`src/rtl/scc_pkg.sv`:
```
// types, codes and character tables of the symbol name codec
// no dependencies
`timescale 1ns / 1ps

package scc_pkg;

  typedef enum logic [1:0] {
    ST_OK          = 2'd0,
    ST_UNKNOWN_CAP = 2'd1,
    ST_BAD_ESCAPE  = 2'd2,
    ST_OPEN_AT_END = 2'd3
  } status_t;

  typedef enum logic {
    JOB_SINGLE = 1'b0,
    JOB_ESCAPE = 1'b1
  } job_kind_t;

  // one unit of work handed from the front to the back
  typedef struct packed {
    job_kind_t  kind;
    logic [7:0] ch;
    status_t    status;
    logic       last;
  } job_t;

  localparam logic [7:0] CH_Z    = 8'h5A;
  localparam logic [7:0] CH_ZERO = 8'h30;
  localparam logic [7:0] CH_NUL  = 8'h00;

  function automatic logic is_digit(logic [7:0] c);
    return c inside {[8'h30:8'h39]};
  endfunction

  function automatic logic is_upper(logic [7:0] c);
    return c inside {[8'h41:8'h5A]};
  endfunction

  function automatic logic is_plain(logic [7:0] c);
    return c inside {[8'h61:8'h7A], [8'h30:8'h39], 8'h49, 8'h57};
  endfunction

  // punctuation to code letter, zero when absent
  function automatic logic [7:0] mangle_map(logic [7:0] c);
    logic [7:0] m;
    case (c)
      8'h2D:   m = 8'h5F; // - _
      8'h21:   m = 8'h58; // ! X
      8'h24:   m = 8'h44; // $ D
      8'h25:   m = 8'h50; // % P
      8'h2A:   m = 8'h54; // * T
      8'h2F:   m = 8'h53; // / S
      8'h3C:   m = 8'h4C; // < L
      8'h3E:   m = 8'h47; // > G
      8'h3F:   m = 8'h51; // ? Q
      8'h2B:   m = 8'h41; // + A
      8'h26:   m = 8'h42; // & B
      8'h5E:   m = 8'h43; // ^ C
      8'h5F:   m = 8'h55; // _ U
      8'h40:   m = 8'h4F; // @ O
      8'h3D:   m = 8'h45; // = E
      8'h7E:   m = 8'h4E; // ~ N
      8'h23:   m = 8'h4D; // # M
      default: m = CH_NUL;
    endcase
    return m;
  endfunction

  // code letter back to punctuation, zero when absent
  function automatic logic [7:0] demangle_map(logic [7:0] c);
    logic [7:0] m;
    case (c)
      8'h5F:   m = 8'h2D;
      8'h58:   m = 8'h21;
      8'h44:   m = 8'h24;
      8'h50:   m = 8'h25;
      8'h54:   m = 8'h2A;
      8'h53:   m = 8'h2F;
      8'h4C:   m = 8'h3C;
      8'h47:   m = 8'h3E;
      8'h51:   m = 8'h3F;
      8'h41:   m = 8'h2B;
      8'h42:   m = 8'h26;
      8'h43:   m = 8'h5E;
      8'h55:   m = 8'h5F;
      8'h4F:   m = 8'h40;
      8'h45:   m = 8'h3D;
      8'h4E:   m = 8'h7E;
      8'h4D:   m = 8'h23;
      default: m = CH_NUL;
    endcase
    return m;
  endfunction

  // bytes in the escape Z<decimal>Z
  function automatic logic [2:0] esc_len(logic [7:0] c);
    logic [2:0] n;
    n = 3'd3;
    if (c >= 8'd10) n = 3'd4;
    if (c >= 8'd100) n = 3'd5;
    return n;
  endfunction

  // byte k of the escape of c
  function automatic logic [7:0] esc_char(logic [7:0] c, logic [2:0] k);
    logic [1:0]  h;
    logic [6:0]  r;
    logic [14:0] prod;
    logic [3:0]  t;
    logic [6:0]  o;
    logic [3:0]  d;
    logic [2:0]  n;
    h = (c >= 8'd200) ? 2'd2 : ((c >= 8'd100) ? 2'd1 : 2'd0);
    r = 7'(c - 8'(h) * 8'd100);
    // r / 10 by reciprocal, exact for r below 100
    prod = 15'(r) * 15'd205;
    t = prod[14:11];
    o = r - 7'(t) * 7'd10;
    n = esc_len(c);
    if (c >= 8'd100) begin
      d = (k == 3'd1) ? {2'b00, h} : ((k == 3'd2) ? t : o[3:0]);
    end else if (c >= 8'd10) begin
      d = (k == 3'd1) ? t : o[3:0];
    end else begin
      d = o[3:0];
    end
    if (k == 3'd0 || k == n - 3'd1) return CH_Z;
    return CH_ZERO + {4'b0000, d};
  endfunction

endpackage

```
`src/rtl/scc_if.sv`:
```
// stream interfaces of the symbol name codec, input bytes and results
// depends on nothing
`timescale 1ns / 1ps

interface scc_in_if;
  logic       valid;
  logic       ready;
  logic [7:0] in_char;
  logic       end_of_name;

  modport source (output valid, in_char, end_of_name, input ready);
  modport sink (input valid, in_char, end_of_name, output ready);
endinterface

interface scc_out_if;
  logic       valid;
  logic       ready;
  logic [7:0] out_char;
  logic [1:0] status;
  logic       last;

  modport source (output valid, out_char, status, last, input ready);
  modport sink (input valid, out_char, status, last, output ready);
endinterface

```
`src/rtl/scc_front.sv`:
```
// front of the codec: accepts bytes, tracks the open escape, classifies
// each byte into a job for the queue. depends on scc_pkg and scc_if
`timescale 1ns / 1ps

module scc_front (
  input  logic           clk,
  input  logic           rst,
  input  logic           direction,
  scc_in_if.sink         sym_in,
  input  logic           q_full,
  output logic           push,
  output scc_pkg::job_t  push_job
);
  import scc_pkg::*;

  logic       esc_open;
  logic       esc_has_digit;
  logic       esc_overflow;
  logic [7:0] esc_value;
  logic       esc_open_next;
  logic       esc_has_digit_next;
  logic       esc_overflow_next;
  logic [7:0] esc_value_next;
  logic       gen;
  job_t       job;
  logic [7:0] c;
  logic       eon;
  logic [7:0] m;
  logic [11:0] v;
  logic       accept;

  assign c = sym_in.in_char;
  assign eon = sym_in.end_of_name;
  assign sym_in.ready = !q_full;
  assign accept = sym_in.valid && !q_full;

  always_comb begin
    esc_open_next      = esc_open;
    esc_has_digit_next = esc_has_digit;
    esc_overflow_next  = esc_overflow;
    esc_value_next     = esc_value;
    gen        = 1'b0;
    job.kind   = JOB_SINGLE;
    job.ch     = CH_NUL;
    job.status = ST_OK;
    job.last   = eon;
    m = CH_NUL;
    v = 12'd0;
    if (!direction) begin
      esc_open_next      = 1'b0;
      esc_has_digit_next = 1'b0;
      esc_overflow_next  = 1'b0;
      esc_value_next     = 8'd0;
      gen = 1'b1;
      m = mangle_map(c);
      if (m != CH_NUL) begin
        job.ch = m;
      end else if (is_plain(c)) begin
        job.ch = c;
      end else begin
        job.kind = JOB_ESCAPE;
        job.ch   = c;
      end
    end else if (esc_open) begin
      if (is_digit(c)) begin
        v = {1'b0, esc_value, 3'b000} + {3'b000, esc_value, 1'b0} + {8'd0, c[3:0]};
        if (v > 12'd255) begin
          esc_overflow_next = 1'b1;
        end else begin
          esc_value_next = v[7:0];
        end
        esc_has_digit_next = 1'b1;
        if (eon) begin
          esc_open_next      = 1'b0;
          esc_has_digit_next = 1'b0;
          esc_overflow_next  = 1'b0;
          esc_value_next     = 8'd0;
          gen = 1'b1;
          job.status = ST_OPEN_AT_END;
        end
      end else begin
        gen = 1'b1;
        if (c == CH_Z && esc_has_digit && !esc_overflow) begin
          job.ch = esc_value;
        end else begin
          job.status = ST_BAD_ESCAPE;
        end
        esc_open_next      = 1'b0;
        esc_has_digit_next = 1'b0;
        esc_overflow_next  = 1'b0;
        esc_value_next     = 8'd0;
      end
    end else if (c == CH_Z) begin
      esc_has_digit_next = 1'b0;
      esc_overflow_next  = 1'b0;
      esc_value_next     = 8'd0;
      if (eon) begin
        esc_open_next = 1'b0;
        gen = 1'b1;
        job.status = ST_OPEN_AT_END;
      end else begin
        esc_open_next = 1'b1;
      end
    end else begin
      m = demangle_map(c);
      if (m != CH_NUL) begin
        gen = 1'b1;
        job.ch = m;
      end else if (is_plain(c)) begin
        gen = 1'b1;
        job.ch = c;
      end else if (is_upper(c)) begin
        gen = 1'b1;
        job.status = ST_UNKNOWN_CAP;
      end
    end
  end

  always_ff @(posedge clk) begin
    if (rst) begin
      esc_open      <= 1'b0;
      esc_has_digit <= 1'b0;
      esc_overflow  <= 1'b0;
      esc_value     <= 8'd0;
    end else if (accept) begin
      esc_open      <= esc_open_next;
      esc_has_digit <= esc_has_digit_next;
      esc_overflow  <= esc_overflow_next;
      esc_value     <= esc_value_next;
    end
  end

  // bytes that give no result never enter the queue
  assign push = accept && gen;
  assign push_job = job;

endmodule

```
`src/rtl/scc_queue.sv`:
```
// short job queue between front and back of the codec
// depends on scc_pkg
`timescale 1ns / 1ps

module scc_queue #(
  parameter int DEPTH = 4
) (
  input  logic          clk,
  input  logic          rst,
  input  logic          push,
  input  scc_pkg::job_t push_job,
  output logic          full,
  input  logic          pop,
  output logic          head_valid,
  output scc_pkg::job_t head_job
);
  import scc_pkg::*;

  localparam int PW = (DEPTH > 1) ? $clog2(DEPTH) : 1;
  localparam int CW = $clog2(DEPTH + 1);

  job_t          entries [DEPTH];
  logic [PW-1:0] wr_ptr;
  logic [PW-1:0] rd_ptr;
  logic [CW-1:0] count;
  logic          do_pop;

  assign full       = (count == CW'(DEPTH));
  assign head_valid = (count != '0);
  assign head_job   = entries[rd_ptr];
  assign do_pop     = pop && head_valid;

  always_ff @(posedge clk) begin
    if (push) begin
      entries[wr_ptr] <= push_job;
    end
  end

  always_ff @(posedge clk) begin
    if (rst) begin
      wr_ptr <= '0;
      rd_ptr <= '0;
      count  <= '0;
    end else begin
      if (push) begin
        wr_ptr <= (wr_ptr == PW'(DEPTH - 1)) ? '0 : wr_ptr + 1'b1;
      end
      if (do_pop) begin
        rd_ptr <= (rd_ptr == PW'(DEPTH - 1)) ? '0 : rd_ptr + 1'b1;
      end
      case ({push, do_pop})
        2'b10:   count <= count + 1'b1;
        2'b01:   count <= count - 1'b1;
        default: count <= count;
      endcase
    end
  end

endmodule

```
`src/rtl/scc_back.sv`:
```
// back of the codec: takes jobs from the queue and delivers results,
// expanding escapes over several transfers. depends on scc_pkg and scc_if
`timescale 1ns / 1ps

module scc_back (
  input  logic          clk,
  input  logic          rst,
  input  logic          head_valid,
  input  scc_pkg::job_t head_job,
  output logic          pop,
  scc_out_if.source     sym_out
);
  import scc_pkg::*;

  job_t       job;
  logic       job_valid;
  logic [2:0] step;
  logic       last_step;

  assign last_step = (job.kind == JOB_SINGLE) || (step == esc_len(job.ch) - 3'd1);
  assign pop = !job_valid || (sym_out.ready && last_step);

  always_ff @(posedge clk) begin
    if (rst) begin
      job_valid <= 1'b0;
      step      <= 3'd0;
    end else if (pop) begin
      job_valid <= head_valid;
      step      <= 3'd0;
    end else if (sym_out.ready) begin
      step <= step + 3'd1;
    end
  end

  always_ff @(posedge clk) begin
    if (pop) begin
      job <= head_job;
    end
  end

  assign sym_out.valid    = job_valid;
  assign sym_out.out_char = (job.kind == JOB_ESCAPE) ? esc_char(job.ch, step) : job.ch;
  assign sym_out.status   = (job.kind == JOB_ESCAPE) ? ST_OK : job.status;
  assign sym_out.last     = job.last && last_step;

endmodule

```
`src/rtl/symbol_name_char_codec_core.sv`:
```
// Symbol name character codec, top level.
// sym_in takes one byte of a name per transfer, with end_of_name on its
// final byte. sym_out gives the converted bytes, each with a status
// (ok, unknown capital, malformed escape, escape open at end) and last
// on the last result of the end_of_name byte. The cfg channel writes direction:
// 0 mangles, 1 demangles. It is always ready; the user must write it
// only while no byte is in flight, as the block does not enforce this.
// A result passes through the job queue and then the job register of
// the back end before it is offered on sym_out.
// Throughput: one byte per cycle when each byte gives one result and
// sym_out is ready. A mangle escape holds the back end while it gives
// its 3 to 5 result bytes; the job queue (QUEUE_DEPTH entries) fills
// meanwhile and then sym_in.ready drops. Bytes that give no result,
// such as digits inside a demangle escape, leave nothing in the queue.
// A stall on sym_out holds the current result; the front keeps taking
// bytes until the queue is full.
// Reset clears direction, the escape state, the queue and the output.
// scc_pkg, scc_if, scc_front, scc_queue, scc_back.
`timescale 1ns / 1ps

module symbol_name_char_codec_core #(
  parameter int QUEUE_DEPTH = 4
) (
  input  logic      clk,
  input  logic      rst,
  input  logic      cfg_valid,
  output logic      cfg_ready,
  input  logic      cfg_data,
  scc_in_if.sink    sym_in,
  scc_out_if.source sym_out
);
  import scc_pkg::*;

  logic direction;
  logic q_full;
  logic push;
  job_t push_job;
  logic pop;
  logic head_valid;
  job_t head_job;

  assign cfg_ready = 1'b1;

  always_ff @(posedge clk) begin
    if (rst) begin
      direction <= 1'b0;
    end else if (cfg_valid) begin
      direction <= cfg_data;
    end
  end

  scc_front u_front (
    .clk       (clk),
    .rst       (rst),
    .direction (direction),
    .sym_in    (sym_in),
    .q_full    (q_full),
    .push      (push),
    .push_job  (push_job)
  );

  scc_queue #(.DEPTH(QUEUE_DEPTH)) u_queue (
    .clk        (clk),
    .rst        (rst),
    .push       (push),
    .push_job   (push_job),
    .full       (q_full),
    .pop        (pop),
    .head_valid (head_valid),
    .head_job   (head_job)
  );

  scc_back u_back (
    .clk        (clk),
    .rst        (rst),
    .head_valid (head_valid),
    .head_job   (head_job),
    .pop        (pop),
    .sym_out    (sym_out)
  );

endmodule

```
`src/flat_wrapper.sv`:
```
// flat-port wrapper written by rule: the top's interface ports become plain ports
module symbol_name_char_codec_core_flat import scc_pkg::*;
#(
  parameter int QUEUE_DEPTH = 4
)
  (clk, rst, cfg_valid, cfg_ready, cfg_data, sym_in_valid, sym_in_in_char, sym_in_end_of_name, sym_in_ready, sym_out_valid, sym_out_out_char, sym_out_status, sym_out_last, sym_out_ready);
  scc_in_if sym_in_i ();
  scc_out_if sym_out_i ();
  input  logic clk;
  input  logic rst;
  input  logic cfg_valid;
  output logic cfg_ready;
  input  logic cfg_data;
  input wire logic [$bits(sym_in_i.valid)-1:0] sym_in_valid;
  input wire logic [$bits(sym_in_i.in_char)-1:0] sym_in_in_char;
  input wire logic [$bits(sym_in_i.end_of_name)-1:0] sym_in_end_of_name;
  output wire logic [$bits(sym_in_i.ready)-1:0] sym_in_ready;
  output wire logic [$bits(sym_out_i.valid)-1:0] sym_out_valid;
  output wire logic [$bits(sym_out_i.out_char)-1:0] sym_out_out_char;
  output wire logic [$bits(sym_out_i.status)-1:0] sym_out_status;
  output wire logic [$bits(sym_out_i.last)-1:0] sym_out_last;
  input wire logic [$bits(sym_out_i.ready)-1:0] sym_out_ready;
  assign sym_in_i.valid = sym_in_valid;
  assign sym_in_i.in_char = sym_in_in_char;
  assign sym_in_i.end_of_name = sym_in_end_of_name;
  assign sym_in_ready = sym_in_i.ready;
  assign sym_out_valid = sym_out_i.valid;
  assign sym_out_out_char = sym_out_i.out_char;
  assign sym_out_status = sym_out_i.status;
  assign sym_out_last = sym_out_i.last;
  assign sym_out_i.ready = sym_out_ready;
  symbol_name_char_codec_core #(.QUEUE_DEPTH(QUEUE_DEPTH)) u_core (.clk(clk), .rst(rst), .cfg_valid(cfg_valid), .cfg_ready(cfg_ready), .cfg_data(cfg_data), .sym_in(sym_in_i), .sym_out(sym_out_i));
endmodule
```
`config.mk`:
```
export PLATFORM = sky130hd
export DESIGN_NAME = symbol_name_char_codec_core_flat
export DESIGN_NICKNAME = d
export VERILOG_FILES = /design/src/rtl/scc_pkg.sv /design/src/rtl/scc_if.sv /design/src/rtl/scc_front.sv /design/src/rtl/scc_queue.sv /design/src/rtl/scc_back.sv /design/src/rtl/symbol_name_char_codec_core.sv /design/src/flat_wrapper.sv
export SDC_FILE = /design/constraint.sdc
export NUM_CORES = 1
export LEC_CHECK = 0
export BUFFER_PORTS_ARGS = -buffer_cell sky130_fd_sc_hd__buf_2
export CORE_AREA = 3 3 111 113
export CTS_CLUSTER_SIZE = 16
export DETAILED_ROUTE_END_ITERATION = 16
export DIE_AREA = 0 0 114 116
export PLACE_DENSITY = 0.72
export SETUP_SLACK_MARGIN = 0.3
export SYNTH_ARGS = -nofsm -noshare
export SYNTH_HDL_FRONTEND = slang
export SYNTH_SLANG_ARGS = --single-unit
```
`constraint.sdc`:
```
create_clock -name clk -period 21.5 [get_ports clk]
set_input_delay 4.3 -clock clk [delete_from_list [all_inputs] [get_ports clk]]
set_output_delay 4.3 -clock clk [all_outputs]
set_load 0.05 [all_outputs]
```
==> results of run 1 <==
cells in the final DEF, fill, tap and decap left out, types with 6 or more instances in the layout:
cell type / synthesis / layout
nand3_1: 10 / 10
buf_2: 15 / 27
nor2b_1: 9 / 9
o21ai_0: 28 / 28
inv_1: 46 / 46
nor4_1: 6 / 6
dfxtp_1: 23 / 23
xnor2_1: 19 / 19
nor2_1: 47 / 47
a31oi_1: 10 / 10
nor3_1: 7 / 7
nand2_1: 35 / 35
mux2i_1: 7 / 7
edfxtp_1: 60 / 60
clkbuf_16: 0 / 9
o221ai_1: 6 / 6
a211oi_1: 6 / 6
a21oi_1: 38 / 38
mux4_2: 12 / 12
ha_1: 63 / 63
a21o_1: 9 / 9
a22oi_1: 11 / 11
and2_1: 7 / 7
fa_1: 13 / 13
or2_2: 6 / 6
o22ai_1: 12 / 12
final timing paths:
kind              slack, ns                            to  depth (start not counted)                         start
setup reg to reg      17.67       u_core.u_queue.count[2]                         12          u_core.u_back.job[6]
hold / removal         0.50  u_core.u_front.esc_has_digit                          2  u_core.u_front.esc_has_digit
hold reg to reg        0.50  u_core.u_front.esc_has_digit                          2  u_core.u_front.esc_has_digit
setup / recovery       9.63           sym_out_out_char[3]                         31          u_core.u_back.job[6]
worst max-delay path: cells and delay by family (launching register included):
kind	cells	cell delay [ns]
and+or+nand+nor	4	0.42
DFF	1	0.50
AOI/OAI and AO/OA	7	1.61
adders and majority gates	9	3.08
xor gates and xnor gates	5	0.97
buffers and inverters	6	0.64
sequential cells by signal (all words and copies together), names as in the netlist:
signal / count
u_core.u_queue.rd_ptr: 2
u_core.u_front.esc_value: 8
u_core.u_front.esc_open: 1
u_core.u_back.job: 12
u_core.u_front.esc_overflow: 1
u_core.direction: 1
u_core.u_queue.count: 3
u_core.u_back.sym_out.valid: 1
u_core.u_back.step: 3
u_core.u_queue.wr_ptr: 2
u_core.u_front.esc_has_digit: 1
u_core.u_queue.entries: 48
stage by stage:
step	hold WS (ns)	util, %	std cells	setup slack [ns]
after floorplan	0.455	-	621	10.23
after global placement	0.471	56.3	756	10.23
after detailed placement	0.488	56.3	756	10.00
after CTS	0.502	59.3	772	9.59
after global routing	0.550	59.3	772	9.07
final	0.499	59.3	772	9.63
logic make-up after synthesis:
kind of cell             Yosys count  synth area share [%]
AO/OA/AOI/OAI                    169                  18.3
XOR/XNOR                          23                  3.42
adder cells (fa/ha/maj)           76                  16.7
buffers and inverters             81                  5.61
flip-flops                        83                  36.0
multiplexers                      19                  5.41
other                              1                0.0596
AND/OR/NAND/NOR                  169                  14.6
final cells by class:
type | count | area share [%]
inverter | 46 | 2.55
tap | 143 | 2.64
multi-input combinational | 457 | 54.3
timing repair buffer | 27 | 2.00
clock inverter | 7 | 1.70
clock buffer | 9 | 3.33
sequential | 83 | 33.4
routing by layer:
layer	vias to the layer above	wire, um	GRT usage (%)
met5	-	0	0
met1	2275	5670	26.0
met2	166	6710	37.4
met3	34	627	3.34
li1	2320	-	-
met4	0	325	7.76
==> metrics, run 1 <==
vias in the first global route 4,675; Die ar. 13,200 um^2; average instance area after synthesis 10.1 um^2; TritonCTS clock tree done; top cells by count, synth 63 x ha_1, 60 x edfxtp_1, 47 x nor2_1; antenna viol nets, final 0; cts hold-fix bufs 0; Starting Density 55.1%; Synth cell types 80; Synth top area share 28.6%; Routed wire per std cell 17.3 um; Synth area leader edfxtp_1; Fill cells 923; RSZ-0062 raised after global routing no; startpoint types register; most frequent cell after synthesis ha_1; routed vias 4,795; crit path max fanout 6; Die Span X 114 um; Final setup viols 0; register area 2260 um^2; crit path DAT 7.57 ns; Tmin final 11.87 ns; design area 6770 um^2; total negative setup slack 0 ns; Syn Std Cell Area 6290 um^2; Die Ht 116 um; final worst path period share 55.2%; DP Wirelength 10,100 um; slowest CP cell fa_1; Ys Warns 0; Clock Latency Late Sink 0.34 ns; Setup Buffers After CTS 0; Main synth FF type edfxtp_1; CP endpoint kind output port; TritonRoute pass-1 iters 5; run status complete, no violations; DR vias/cell 6.21; Critical Path Max Stage Delay 0.54 ns; final number of hold-violating endpoints 0; Final #Nets 715; Area contributors post-synth edfxtp_1 29%, ha_1 13%, dfxtp_1 7.3%, mux4_2 4.3%, fa_1 4.1%; io pins 29; all-layer global routing usage 21.1%; total wire length 13,300 um; layout cells sized above 1 13.5%; flops & latches, synth 83; number of port buffers 27; Post-Route Skew 0.00773 ns; Setup CP Type register to output port; Sink Count 83; DR iter-0 viols 417; cts bufs inserted 9; post-synth net total 712; antenna violations before repair 0; Mapped Cells 621; worst relative slew slack 41.0%; Multi-input gate area 3680 um^2; area growth from synthesis to final layout 7.54%; largest net degree at the start of global routing 43; worst slew pin tran 0.884 ns; Root Driver clkbuf_16; number of synthesized flops with an enable pin 60; total core area 11,400 um^2; first-pass GRT wire length 22,500 um; H-tree level count 3; Max Slew Vio Count 0; MaxCap Viol Count 0; placed instance area 6430 um^2; Max Fclk 0.0843 GHz; FFs w/ async S/R, synth 0%; diodes inserted 0; RD Place Congestion 0.935; remaining routing DRC violations 0; hold crit path type register to register; CTS clk-pin slew, worst paths 0.06 ns; post-CTS resize count 0; grt ovf 0; register area share after synthesis 36.0%; clk buf depth 2; row count 39; CP required 17.20 ns
Power of run 1 is left out: the tool's default activity adds up to more than one toggle a clock period on the data nets, which glitch-free logic cannot reach.
==> run 2, diff against run 1 <==
==> constraint.sdc (replaced) <==
create_clock -name clk -period 12.1 [get_ports clk]
set_input_delay 2.42 -clock clk [delete_from_list [all_inputs] [get_ports clk]]
set_output_delay 2.42 -clock clk [all_outputs]
set_load 0.05 [all_outputs]
==> metrics, run 2 (synthesis results as in run 1) <==
Reg2Reg Depth 12; final number of hold-violating endpoints 0; number of port buffers 27; MaxCap Viol Count 0; total wire length 13,500 um; Routed wire per std cell 17.4 um; io pins 29; Max Slew Vio Count 0; DR iter-0 viols 434; worst slew pin tran 0.903 ns; post-CTS resize count 0; slowest CP cell fa_1; row count 39; Setup Buffers After CTS 0; H-tree level count 3; RD Place Congestion 0.935; antenna violations before repair 0; diodes inserted 0; CP endpoint kind output port; DR vias/cell 6.20; Top reg by flops u_core.u_queue.entries; WP buf/inv 6; r2r setup slk 8.24 ns; hold path depth 2; RSZ-0062 raised after global routing no; area growth from synthesis to final layout 7.00%; Fill cells 959; total negative setup slack 0 ns; Worst Hold End u_core.u_front.esc_has_digit; most common cell after layout, fill and taps aside ha_1; CP required 9.68 ns; Die Span X 114 um; TritonRoute pass-1 iters 5; first-pass GRT wire length 22,600 um; Post-Route Skew 0.00653 ns; max reg flops 48; vias in the first global route 4,637; CTS clk-pin slew, worst paths 0.06 ns; Setup CP Type register to output port; routed vias 4,790; Die Ht 116 um; crit path max fanout 6; Root Driver clkbuf_16; kind of cell adding the most delay to the critical path adder cells; Clock Latency Late Sink 0.33 ns; Tmin final 10.00 ns; remaining routing DRC violations 0; most frequent cells in the layout 63 x ha_1, 60 x edfxtp_1, 47 x nor2_1, 46 x inv_1, 38 x a21oi_1; Critical Path Max Stage Delay 0.53 ns; Final setup viols 0; clk buf depth 2; startpoint types register; run status complete, no violations; Max Fclk 0.100 GHz; hold crit path type register to register; worst r2r dst u_core.u_queue.count[2]; antenna viol nets, final 0; largest net degree at the start of global routing 43; hold wc startpoint u_core.u_front.esc_has_digit; cts bufs inserted 9; Final #Nets 715; Starting Density 55.1%; cts hold-fix bufs 0; total core area 11,400 um^2; all-layer global routing usage 21.2%; final worst path period share 82.7%; Die ar. 13,200 um^2; Critical R2R Launch u_core.u_back.job[6]; grt ovf 0; crit path DAT 7.58 ns; DP Wirelength 10,200 um; Sink Count 83; layout cells sized above 1 13.4%; Largest regs u_core.u_queue.entries x48, u_core.u_back.job x12, u_core.u_front.esc_value x8; TritonCTS clock tree done; worst relative slew slack 39.7%
run 2: changes by cell type in the layout (fill, tap and decap cells not counted), sizes merged:
| cell | change |
|---|---|
| bufinv | -2 |
| clkbuf | +3 |
| inv | -1 |
run 2: area by class of cell:
class,instances,area [um^2],area share (%)
inverter,46,173,2.56
timing repair buffer,27,135,2.01
multi-input combinational,457,3680,54.6
tap,143,179,2.66
clock buffer,12,256,3.81
clock inverter,4,50.0,0.743
sequential,83,2260,33.6
run 2: worst max-delay path by stage:
stage / start / to / slack [ns] / cells past startpoint
after floorplan: u_core.u_back.job[6] / sym_out_out_char[3] / 2.71 / 30
after global placement: u_core.u_back.job[6] / sym_out_out_char[3] / 2.72 / 31
after detailed placement: u_core.u_back.job[6] / sym_out_out_char[3] / 2.45 / 31
after CTS: u_core.u_back.job[6] / sym_out_out_char[3] / 2.08 / 31
after global routing: u_core.u_back.job[6] / sym_out_out_char[3] / 1.58 / 31
final: u_core.u_back.job[6] / sym_out_out_char[3] / 2.10 / 31
run 2: stage by stage:
stage / instance area, um^2 / setup WS, ns / hold WS [ns] / instances / util [%]
CTS: 6730 / 2.08 / 0.492 / 772 / 59.0
finish: 6730 / 2.10 / 0.493 / 772 / 59.0
detailed placement: 6430 / 2.45 / 0.479 / 756 / 56.3
global route: 6730 / 1.58 / 0.547 / 772 / 59.0
global placement: 6430 / 2.72 / 0.470 / 756 / 56.3
floorplan: 6290 / 2.71 / 0.455 / 621 / -
run 2: per-layer routing:
layer  wire, um  track usage [%]  vias to the layer above
met5          0                0                        -
met4        291             7.60                        0
met3        671             3.81                       24
li1           -                -                     2316
met1       5570             26.1                     2297
met2       6920             37.4                      153
run 2: worst register-to-register path: stages, from the launching register on:
cell      delay (ns)
edfxtp_1        0.49
o31a_1          0.37
a21oi_2         0.39
a41oi_1         0.17
o21a_1          0.17
o21ai_2         0.60
o31a_1          0.35
ha_1            0.23
inv_1           0.07
fa_1            0.37
xor2_1          0.16
or3_1           0.30
a21oi_1         0.13
Power of run 2 is left out for the same reason.
==> run 3, diff against run 2 <==
==> constraint.sdc (replaced) <==
create_clock -name clk -period 9.5 [get_ports clk]
set_input_delay 1.9 -clock clk [delete_from_list [all_inputs] [get_ports clk]]
set_output_delay 1.9 -clock clk [all_outputs]
set_load 0.05 [all_outputs]
==> metrics, run 3 (synthesis results as in run 1) <==
final number of hold-violating endpoints 0; Max Fclk 0.112 GHz; final worst path period share 94.3%; crit path DAT 7.05 ns; number of port buffers 27; WP buf/inv 7; first-pass GRT wire length 23,000 um; io pins 29; Final setup viols 0; CTS clk-pin slew, worst paths 0.06 ns; Die Span X 114 um; largest net degree at the start of global routing 43; vias in the first global route 4,702; TritonCTS clock tree done; RD Place Congestion 0.937; Post-Route Skew 0.00670 ns; antenna violations before repair 0; Top reg by flops u_core.u_queue.entries; layout cells sized above 1 18.6%; MaxCap Viol Count 0; hold crit path type register to register; placed instance area 6430 um^2; hold wc startpoint u_core.u_front.esc_has_digit; total wire length 13,900 um; DP Wirelength 10,300 um; Max Slew Vio Count 0; clk buf depth 2; Clock Latency Late Sink 0.33 ns; Tmin final 8.95 ns; crit path max fanout 4; all-layer global routing usage 21.5%; RSZ-0062 raised after global routing no; routed vias 4,871; DP Worst Slack 0.281 ns; cts bufs inserted 9; Root Driver clkbuf_16; Sink Count 83; run status complete, no violations; total core area 11,400 um^2; DR vias/cell 6.22; most common cell after layout, fill and taps aside edfxtp_1; CP endpoint kind output port; area growth from synthesis to final layout 10.2%; total negative setup slack 0 ns; cts hold-fix bufs 0; grt ovf 0; startpoint types register; worst slew pin tran 0.923 ns; Largest regs u_core.u_queue.entries x48, u_core.u_back.job x12, u_core.u_front.esc_value x8; remaining routing DRC violations 0; DR iter-0 viols 374; Die ar. 13,200 um^2; slowest CP cell fa_1; Critical Path Max Stage Delay 0.54 ns; row count 39; worst relative slew slack 38.4%; Critical R2R Launch u_core.u_back.job[7]; TritonRoute pass-1 iters 5; antenna viol nets, final 0; kind of cell adding the most delay to the critical path adder cells; diodes inserted 0; fin util 60.7%; Routed wire per std cell 17.8 um; H-tree level count 3; Die Ht 116 um; design area 6940 um^2; CP required 7.60 ns; Setup WS post-layout 0.545 ns; worst setup path start u_core.u_back.job[6]; max reg flops 48; Final #Nets 726; Starting Density 55.1%; most frequent cells in the layout 60 x edfxtp_1, 58 x ha_1, 46 x nor2_1, 43 x inv_1, 36 x a21oi_1; Setup CP Type register to output port
run 3: stage by stage:
stage          hold WS, ns  cells
6_report             0.516    783
5_1_grt              0.554    783
4_1_cts              0.512    776
3_5_place_dp         0.498    756
3_3_place_gp         0.470    756
2_1_floorplan        0.455    621
run 3: timing repair:
action                                  CTS  global route
gates resized for setup                   6            25
buffers inserted                          4             7
pin swaps                                 1            20
endpoints found under the setup margin    1             2
run 3: final timing paths:
kind	end	slack, ns	cells after the start
worst max-delay path	sym_out_out_char[3]	0.55	30
worst min register to register	u_core.u_front.esc_has_digit	0.52	2
worst max register to register	u_core.u_queue.count[2]	5.48	13
worst min-delay path	u_core.u_front.esc_has_digit	0.52	2
run 3: area by class of cell:
| type | instances | area [um^2] |
|---|---|---|
| fillers | 939 | 4480 |
| multi-input cells | 457 | 3820 |
| flip-flops and latches | 83 | 2260 |
| repair buffers | 38 | 228 |
| clock buffers | 9 | 225 |
| well taps | 143 | 179 |
| inverters | 46 | 173 |
| clock inverters | 7 | 51.3 |
run 3: layer usage:
| layer | wire, um | track usage, % | vias to the layer above |
|---|---|---|---|
| met3 | 597 | 2.45 | 24 |
| met5 | 0 | 0 | - |
| met4 | 367 | 8.71 | 0 |
| met2 | 7160 | 38.3 | 153 |
| met1 | 5810 | 26.8 | 2357 |
| li1 | - | - | 2337 |
run 3: worst reg2reg max path: cells and delay by family, from the launching register on:
family | cells | cell delay [ns]
compound gates | 7 | 2.21
flops | 1 | 0.46
simple gates | 1 | 0.30
buf+inv | 2 | 0.22
fa+ha+maj | 2 | 0.61
xor+xnor | 1 | 0.16
Power of run 3 is left out for the same reason.
